--- src/sv/rkt_pkg.sv ---
`timescale 1ns / 1ps
`default_nettype none

package rkt_pkg;

   localparam int TABLE_DEPTH_DEF = 64;
   localparam int KEY_WORDS_DEF   = 4;
   localparam int WORD_BITS       = 64;
   localparam int COUNT_BITS      = 7;

   localparam logic [COUNT_BITS-1:0] LIMIT_RESET = 7'd64;

   typedef enum logic [1:0] {
      STATUS_FRESH = 2'd0,
      STATUS_DUP   = 2'd1,
      STATUS_FULL  = 2'd2
   } status_type;

endpackage

`default_nettype wire

--- src/sv/rkt_scan_fsm.sv ---
`timescale 1ns / 1ps
`default_nettype none

module rkt_scan_fsm
   import rkt_pkg::*;
#(
   parameter int ADDR_BITS = 6,
   parameter int KEY_BITS  = KEY_WORDS_DEF * WORD_BITS
) (
   input  wire logic                  clock,
   input  wire logic                  reset,
   input  wire logic                  clear,
   input  wire logic [COUNT_BITS-1:0] limit,
   input  wire logic                  start,
   input  wire logic                  action,
   input  wire logic [KEY_BITS-1:0]   key,
   output logic                       ready,
   output logic                       mem_rd_en,
   output logic      [ADDR_BITS-1:0]  mem_rd_addr,
   input  wire logic [KEY_BITS-1:0]   mem_rd_data,
   output logic                       mem_wr_en,
   output logic      [ADDR_BITS-1:0]  mem_wr_addr,
   output logic      [KEY_BITS-1:0]   mem_wr_data,
   output logic                       rsp_valid,
   input  wire logic                  rsp_ready,
   output status_type                 rsp_status,
   output logic      [COUNT_BITS-1:0] rsp_count
);

   typedef enum logic [2:0] {
      ST_IDLE = 3'b001,
      ST_SCAN = 3'b010,
      ST_DONE = 3'b100
   } state_type;

   state_type             state_ff, state_in;
   logic [COUNT_BITS-1:0] count_ff, count_in;
   logic [COUNT_BITS-1:0] idx_ff, idx_in;
   logic                  rd_vld_ff, rd_vld_in;
   status_type            status_ff, status_in;
   logic                  act_ff;
   logic [KEY_BITS-1:0]   key_ff;
   logic                  rsp_vld_ff, rsp_vld_in;
   status_type            rsp_status_ff, rsp_status_in;
   logic [COUNT_BITS-1:0] rsp_count_ff, rsp_count_in;

   logic issue;
   logic hit;
   logic out_free;

   assign issue    = idx_ff < count_ff;
   assign hit      = rd_vld_ff && (mem_rd_data == key_ff);
   assign out_free = !rsp_vld_ff || rsp_ready;

   always_comb begin
      state_in      = state_ff;
      count_in      = count_ff;
      idx_in        = idx_ff;
      rd_vld_in     = 1'b0;
      status_in     = status_ff;
      rsp_vld_in    = rsp_vld_ff && !rsp_ready;
      rsp_status_in = rsp_status_ff;
      rsp_count_in  = rsp_count_ff;
      mem_rd_en     = 1'b0;
      mem_wr_en     = 1'b0;

      case (state_ff)
         ST_IDLE: begin
            if (start) begin
               idx_in   = '0;
               state_in = ST_SCAN;
            end
         end
         ST_SCAN: begin
            // read of entry idx issued now, compared in the next cycle
            if (hit) begin
               status_in = STATUS_DUP;
               state_in  = ST_DONE;
            end else if (issue) begin
               mem_rd_en = 1'b1;
               rd_vld_in = 1'b1;
               idx_in    = idx_ff + COUNT_BITS'(1);
            end else if (!rd_vld_ff) begin
               status_in = STATUS_FRESH;
               if (act_ff) begin
                  if (count_ff >= limit) begin
                     status_in = STATUS_FULL;
                  end else begin
                     mem_wr_en = 1'b1;
                     count_in  = count_ff + COUNT_BITS'(1);
                  end
               end
               state_in = ST_DONE;
            end
         end
         ST_DONE: begin
            if (out_free) begin
               rsp_vld_in    = 1'b1;
               rsp_status_in = status_ff;
               rsp_count_in  = count_ff;
               state_in      = ST_IDLE;
            end
         end
         default: begin
            state_in = ST_IDLE;
         end
      endcase

      if (clear) begin
         count_in = '0;
      end
   end

   always_ff @(posedge clock) begin
      if (reset) begin
         state_ff   <= ST_IDLE;
         count_ff   <= '0;
         rd_vld_ff  <= 1'b0;
         rsp_vld_ff <= 1'b0;
      end else begin
         state_ff   <= state_in;
         count_ff   <= count_in;
         rd_vld_ff  <= rd_vld_in;
         rsp_vld_ff <= rsp_vld_in;
      end
   end

   always_ff @(posedge clock) begin
      idx_ff        <= idx_in;
      status_ff     <= status_in;
      rsp_status_ff <= rsp_status_in;
      rsp_count_ff  <= rsp_count_in;
      if (start && state_ff == ST_IDLE) begin
         act_ff <= action;
         key_ff <= key;
      end
   end

   assign ready       = state_ff == ST_IDLE;
   assign mem_rd_addr = ADDR_BITS'(idx_ff);
   assign mem_wr_addr = ADDR_BITS'(count_ff);
   assign mem_wr_data = key_ff;
   assign rsp_valid   = rsp_vld_ff;
   assign rsp_status  = rsp_status_ff;
   assign rsp_count   = rsp_count_ff;

endmodule

`default_nettype wire

--- config.mk ---
export PLATFORM = sky130hd
export DESIGN_NAME = rkt_scan_fsm
export DESIGN_NICKNAME = d
export VERILOG_FILES = /design/src/sv/rkt_pkg.sv /design/src/sv/rkt_scan_fsm.sv
export SDC_FILE = /design/constraint.sdc
export NUM_CORES = 1
export LEC_CHECK = 0
export ABC_AREA = 1
export BUFFER_PORTS_ARGS = -buffer_cell sky130_fd_sc_hd__buf_2
export CORE_AREA = 4 4 314 316
export CTS_BUF_LIST = sky130_fd_sc_hd__clkbuf_16
export DETAILED_ROUTE_END_ITERATION = 8
export DIE_AREA = 0 0 318 320
export PLACE_DENSITY = 0.39
export SLEW_MARGIN = 20
export SYNTH_ARGS = -nofsm -noshare
export SYNTH_HDL_FRONTEND = slang
export SYNTH_SLANG_ARGS = --single-unit
--- constraint.sdc ---
create_clock -name clock -period 30.4 [get_ports clock]
set_input_delay 1.52 -clock clock [delete_from_list [all_inputs] [get_ports clock]]
set_output_delay 1.52 -clock clock [all_outputs]
set_load 0.005 [all_outputs]
After elaboration in Yosys (flattened, before gate mapping)
Index checks and enable logic that the tools add are counted.

storage, ports and cells
  register bits after elaboration = 287
  output and inout bits = 281
  input port bits = 525
  word-level logic and storage cells = 68

cells by class
  bitwise logic cells = 4
  $add $sub $neg = 2
  $lt $le $gt $ge = 2
  equality and inequality tests = 12
  mux-type cells = 25
  reduce and logical (&&, ||, !) cells = 13

operator list
  operator                                        number
  == test 256 bit                                 1
  two-way mux 7 bit                               3
  two-way mux 3 bit                               5
  adder 7 x 1 -> 7 bit (second input constant)    2
  case mux 7 bit (2 select lines)                 1
  two-way mux 1 bit                               11
  case mux 3 bit (3 select lines)                 1
  two-way mux 2 bit                               4
  != test 2 bit (second input constant)           4
  AND reduction 4 bit                             2
  greater-or-equal comparator 7 bit               1
  less-than comparator 7 bit                      1
  != test 3 bit (second input constant)           2
  AND reduction 6 bit                             1
  != test 2 x 1 -> 1 bit (second input constant)  2
  inverter 1 bit                                  4
  == test 3 x 1 -> 1 bit (second input constant)  1
  == test 3 x 2 -> 1 bit (second input constant)  1
  == test 3 bit (second input constant)           1
  logical AND 1 bit                               3
  AND reduction 3 bit                             1
  zero test 1 bit                                 2
  AND reduction 2 bit                             1
  nonzero test 2 bit                              1
  other kinds (2)                                 2

Depth between registers and ports, before layout
Gate-level depths: netlist (run 1).

  depth after elaboration = 7
  mapped depth = 15
  mapped depth without buffers = 15

Least setup slack after synthesis (run 1)
No wires, ideal clock.

  kind = input to register
  start point = input start
  end point = register act_ff (enable)
  stages = 2
  path slack = 17.415 ns
  data required time = 29.520 ns
  path buffers = 0
  arrival = 12.105 ns
  library setup time = 0.880 ns
  cell sequence = inv_1 -> nor2_1

between the ends
  cells in the longest elaborated chain, start to end = 1

RTL lines
  item                  line                 RTL
  from (decl)           rkt_scan_fsm.sv:14   input wire logic start,
  logical AND 1 bit     rkt_scan_fsm.sv:133  if (start && state_ff == ST_IDLE) begin
  to (signal assigned)  rkt_scan_fsm.sv:134  act_ff <= action;
  to (decl)             rkt_scan_fsm.sv:41   logic act_ff;

No other way between the ends.
A chain may end at the register's enable or synchronous reset.

Worst setup path after layout (run 1)
  start point = input mem_rd_data[106]
  end point = output mem_rd_en

between the ends
  cells in the longest elaborated chain, start to end = 4

RTL lines
  item               line                RTL
  from (decl)        rkt_scan_fsm.sv:20  input wire logic [KEY_BITS-1:0] mem_rd_data,
  == test 256 bit    rkt_scan_fsm.sv:52  assign hit = rd_vld_ff && (mem_rd_data == key_ff);
  logical AND 1 bit  rkt_scan_fsm.sv:52
  two-way mux 1 bit  rkt_scan_fsm.sv:76  if (hit) begin
  two-way mux 1 bit  -
  to (decl)          rkt_scan_fsm.sv:18  output logic mem_rd_en,

No other way between the ends.

==> results of run 1 <==
cell type report:
type | instances | share of cell area
clock inverter | 28 | 0.0123
sequential | 287 | 0.408
inverter | 274 | 0.0494
tap | 1276 | 0.0767
multi-input combinational | 927 | 0.208
clock buffer | 41 | 0.0493
antenna | 5 | 0.000601
timing repair buffer | 810 | 0.195
metal layers:
| layer | global-route usage | wire (µm) | share of wire |
|---|---|---|---|
| met1 | 0.117 | 21500 | 0.38 |
| met2 | 0.196 | 29500 | 0.52 |
| met3 | 0.0358 | 4830 | 0.085 |
| met4 | 0.0259 | 984 | 0.017 |
| met5 | 0 | 26 | 0.00046 |
flip-flops by register name, indices dropped and copies added, names as in the netlist:
signal       count
idx_ff           7
rd_vld_ff        1
act_ff           1
state_ff         3
count_ff         7
mem_wr_data    256
rsp_count        7
rsp_valid        1
status_ff        2
rsp_status       2
placed cells by master (no fill, tap or decap), drive strengths merged:
| cell | synthesis | routed |
|---|---|---|
| buf | 13 | 810 |
| nand2 | 439 | 439 |
| nor2 | 311 | 311 |
| inv | 274 | 277 |
| edfxtp | 275 | 275 |
| xor2 | 106 | 106 |
| clkbuf | 1 | 41 |
| clkinv | 0 | 19 |
| ha | 15 | 15 |
| a21oi | 14 | 14 |
| dfxtp | 12 | 12 |
| nor3 | 8 | 8 |
| nand3 | 8 | 8 |
| o21ai | 8 | 8 |
| nor3b | 6 | 6 |
| diode | 0 | 5 |
| bufinv | 0 | 5 |
| nand4 | 2 | 2 |
| a31oi | 2 | 2 |
| o211ai | 1 | 1 |
| o21a | 1 | 1 |
| a21boi | 1 | 1 |
| nand3b | 1 | 1 |
| o2111ai | 1 | 1 |
| or2 | 1 | 1 |
| a211oi | 1 | 1 |
| xnor2 | 1 | 1 |
| clkinvlp | 0 | 1 |
worst max-delay path by stage:
stage / cells past startpoint / slack [ns] / end
2_1_floorplan: 2 / 17.42 / act_ff
3_3_place_gp: 13 / 25.00 / mem_rd_en
3_5_place_dp: 13 / 24.98 / mem_rd_en
4_1_cts: 13 / 24.97 / mem_rd_en
5_1_grt: 13 / 24.86 / mem_rd_en
6_report: 13 / 25.28 / mem_rd_en
power breakdown:
group | internal, mW | total [mW] | switching (mW)
sequential | 0.506 | 0.548 | 0.0426
combinational | 0.0954 | 0.230 | 0.134
clock | 0.285 | 0.468 | 0.183
kinds of logic after synthesis:
| kind of cell | Yosys count |
|---|---|
| simple gates | 776 |
| flops | 287 |
| buf+inv | 288 |
| fa+ha+maj | 15 |
| xor+xnor | 107 |
| compound gates | 29 |
critical path: stages:
cell	delay, ns
buf_2	0.10
xor2_1	0.13
nor2_1	0.24
nand2_1	0.11
nor2_1	0.09
nand2_1	0.06
nor2_1	0.48
nand2_1	0.13
nor2_2	0.26
nand3_1	0.18
nand3_2	0.12
inv_1	0.04
buf_2	0.13
==> results.toml, run 1 <==
[cts]
htreeDepth = 2
cts_sinks = 287
cts_tree = "yes"
clk_latency_ns = 0.56
clockBufferDepth = 3
cts-root-buf = "clkbuf_16"
ctsResizeCount = 0
cts_hold_buf = 0
clk_pin_slew_ns = 0.06
cts_buffers = 39
post_cts_buffers = 0

[sta]
layout_setup_ws_ns = 25.28
worst_pin_slew_ns = 1.02
setup_viol = 0
grt_setup_unrepaired = "false"
hold_slack_ns = 0.464
setup-tns-final_ns = 0
hold_violations = 0
finalMaxSlewViolations = 0
fin_crit_sh = 0.168
max_freq_mhz = 195
skew_ns = 0.0110
fin_crit_ns = 5.12
relSlewSlack = 0.317

[layout]
seq_area_um2 = 8500
multiInputGateArea_um2 = 4320
fillerInstances = 10770
post-route-util = 0.217
fin_cells = 3648
syn2layout_area_growth_pct = 49.2
final_layout_size_suffix_gt1_frac = 0.373
nets = 2879
fin_area_um2 = 20800

[worst_setup_path]
reg2reg_slack_ns = 26.90
crit_type = "in2out"
crit_start = "mem_rd_data[106]"
cp.arrival_ns = 3.60
end_kind = "output pin"
reg2reg_from = "state_ff[0]"
cp_max_fo = 3
cp.required_ns = 28.88
timing.rr.end = "mem_wr_data[182]"
reg2reg_depth = 7
cp-start-kind = "input pin"

[routing]
post_drt_wl_per_cell_um = 15.6
drcViolationCount = 0
finalWirelength_mm = 56.8
viasPerCell = 3.36
dr_total_vias = 12246
drt_iter0_drc = 472
drt_first_pass_iters = 5
postRouteAntennaNets = 0

[floorplan]
start_util = 0.145
die_y_um = 320
rows = 114
io_pins = 806
die-width_um = 318
dieArea_um2 = 102000
core_area_um2 = 96000

[synthesis]
postSynthAreaPerCell_um2 = 9.28
yosysTopAreaCell = "edfxtp_1"
synth.most_common_cell = "nand2_1"
syn_nets = 2042
synthAdderAreaFrac = 0.0135
async_reset_ff_frac = 0
synth_top_area_frac = 0.592
synth-xor-area-share = 0.0672
synth-compound-area-share = 0.0131
synth_ff_type = "edfxtp_1"
synth_mux_area_frac = 0
synth_area_leaders = "edfxtp_1, nand2_1, nor2_1"
ys_seq_area_frac = 0.609
synthSimpleGateAreaFrac = 0.216
syn_inst = 1502
yosys-top-cells-count = "nand2_1, nor2_1, edfxtp_1"
synth_edf_count = 275
synth_cell_type_count = 33
synth_warnings = 0
ys_ff_latch = 287
netlist_area_um2 = 13900
synth_top_family_by_area = "simple AND/OR/NAND/NOR gates"

[global_routing]
grt_pass1_vias = 12370
grt_first_pass_wirelength_mm = 79.9
gr-total-overflow = 0
grt.total_usage = 0.106
antenna_found_initial = 11
grt_max_degree = 69

[pwr]
fin_total_pwr_mw = 1.25
p_per_area_nw_per_um2 = 59.9
ir_drop_v = 0.0000358
p_leak_nw = 10.3

[placement]
place_area_um2 = 19500
placed_cells = 3574
place_congestion = 0.831
hpwlAfterDp_mm = 47.5
dp_slack_ns = 24.98
io_buffers = 805

[flow_run]
cap_violations = 0

[worst_hold_path]
hold_class = "reg2reg"
hold_end = "rsp_status[0]"
whs_path_depth = 0
min_from = "status_ff[0]"

[outcome]
status = "finished, final reports clean"
Note: power is estimated with default switching activity, not from simulation.
==> run 2, diff against run 1 <==
Settings changed: ABC_AREA 1 to 0, CORE_AREA 4 4 314 316 to 4 4 311 313, DIE_AREA 0 0 318 320 to 0 0 315 317.
Clock period 30.4 ns to 4.7 ns, I/O delays scaled along.
==> run 2 against run 1 <==
Routed wire length increased by 2.5%; via count decreased by 12%; first-iteration DRC count decreased by 8.9%; total power increased to 7.6 times the previous value; sequential power increased to 7.6 times the previous value; clock power increased to 6.2 times the previous value; flip-flop and latch count unchanged; critical path depth decreased by 4; combinational power increased to 11 times the previous value; critical endpoint unchanged.
==> results.toml, run 2 <==
[pwr]
p_per_area_nw_per_um2 = 440
fin_total_pwr_mw = 9.52
p_leak_nw = 8.57
ir_drop_v = 0.000273

[placement]
place_congestion = 0.866
io_buffers = 805
dp_slack_ns = 0.145
hpwlAfterDp_mm = 48.2
placed_cells = 2834

[floorplan]
die_y_um = 317
die-width_um = 315
start_util = 0.129
io_pins = 806
rows = 113
core_area_um2 = 94300
dieArea_um2 = 99900

[synthesis]
synth_area_leaders = "edfxtp_1, xnor2_1, nand4_1"
netlist_area_um2 = 12200
synth.most_common_cell = "edfxtp_1"
synth_edf_count = 275
synth_top_area_frac = 0.677
synth_warnings = 0
syn_inst = 777
synth_cell_type_count = 34
async_reset_ff_frac = 0
syn_nets = 1317
yosys-top-cells-count = "edfxtp_1, xnor2_1, nand4_1"
yosysTopAreaCell = "edfxtp_1"
synth_ff_type = "edfxtp_1"
ys_ff_latch = 287
ys_seq_area_frac = 0.696
postSynthAreaPerCell_um2 = 15.7

[routing]
dr_total_vias = 10833
postRouteAntennaNets = 0
post_drt_wl_per_cell_um = 18.4
wl_met3_mm = 5.58
drt_first_pass_iters = 5
finalWirelength_mm = 58.2
dr_wl_met2_mm = 29.1
m1WireLength_mm = 21.8
drt_iter0_drc = 430
top_layer = "met5"
drcViolationCount = 0
viasPerCell = 3.42

[cts]
clk_pin_slew_ns = 0.06
clockBufferDepth = 3
cts_sinks = 287
cts_buffers = 38
htreeDepth = 2
clk_latency_ns = 0.56
cts_tree = "yes"
cts-root-buf = "clkbuf_16"

[worst_hold_path]
hold_class = "in2reg"

[flow_run]
cap_violations = 0

[sta]
fin_crit_sh = 0.841
skew_ns = 0.0109
hold_slack_ns = 0.129
grt_setup_unrepaired = "false"
hold_violations = 0
fin_crit_ns = 3.95
layout_setup_ws_ns = 0.748
relSlewSlack = 0.328
max_freq_mhz = 253
worst_pin_slew_ns = 1.01
setup-tns-final_ns = 0
setup_viol = 0
finalMaxSlewViolations = 0

[worst_setup_path]
cp.required_ns = 4.47
end_kind = "output pin"
crit_type = "reg2out"
cp.arrival_ns = 3.72
cp_max_fo = 5
cp-start-kind = "flip-flop"

[global_routing]
antenna_found_initial = 15
grt_first_pass_wirelength_mm = 79.0
grt.total_usage = 0.109
grt_max_degree = 138
gr-total-overflow = 0
grt_pass1_vias = 11958

[outcome]
status = "finished, final reports clean"

[layout]
syn2layout_area_growth_pct = 77.1
nets = 2409
fin_cells = 3164
final_common_cell = "buf_2"
largest_reg_flops = 256
final_layout_size_suffix_gt1_frac = 0.460
layout_common_cells = "buf_2, edfxtp_1, dlygate4sd3_1, xnor2_1, nand4_1"
## run 2: cell types whose count changed after synthesis, sizes merged, moves of 4 or more
cell / delta
xnor2: +258
nand2: -431
nand4: +67
nand2b: +4
nor3: -5
nor3b: -6
xor2: -104
or4: +4
nor2: -290
inv: -257
nor4: +19
o31ai: +5
## run 2: cells by family after synthesis
kind of cell / after synthesis / synth area share
AOI/OAI and AO/OA: 38 / 0.0199
buffers and inverters: 34 / 0.0148
adders and majority gates: 15 / 0.0154
DFF: 287 / 0.696
and+or+nand+nor: 142 / 0.0665
xor gates and xnor gates: 261 / 0.187
## run 2: timing repair
action	4_1_cts	5_1_grt
setup buffers	0	0
hold endpoints to repair	266	0
setup endpoints to repair	1	0
hold buffers	260	0
resized for setup	2	0
## run 2: layout make-up
type	instances	area, µm²
clock buffers	41	1030
clock inverters	28	203
diodes	1	2.50
multi-input cells	456	3560
repair buffers	1069	6690
inverters	17	63.8
flip-flops and latches	287	8500
fillers	10206	72700
well taps	1265	1580
## run 2: power by group
part	total [mW]	internal, mW	switching [mW]
Clock	2.90	1.73	1.17
Combinational	2.45	1.17	1.28
Sequential	4.17	3.66	0.507
Total	9.52	6.56	2.96
## run 2: metrics by stage
stage                util  area, µm²
CTS                 0.229      21600
global placement    0.189      17800
floorplan               -      12200
detailed placement  0.189      17800
finish              0.229      21600
global route        0.229      21600
## run 2: worst max-delay path: stages, from the launching register on
cell and delay (ns):
edfxtp_1 0.39, xnor2_1 0.42, nand4_1 0.22, nor4_1 0.53
buf_4 0.20, nand4_1 0.29, nor4_2 0.58, and2_1 0.30
nor2_1 0.08, buf_2 0.15
## run 2: worst paths after layout
path	slack (ns)	cells past startpoint	end	startpoint
worst max register to register	1.19	8	idx_ff[6]	mem_wr_data[248]
worst min register to register	0.46	0	rsp_status[0]	status_ff[0]
worst min-delay path	0.13	4	state_ff[0]	start
worst max-delay path	0.75	9	mem_rd_en	mem_wr_data[248]
## run 2: layer usage
layer  up-vias  track usage
li1       5058            -
met1      5132        0.121
met2       540        0.191
met3        95       0.0395
met4         8       0.0380
met5         -            0
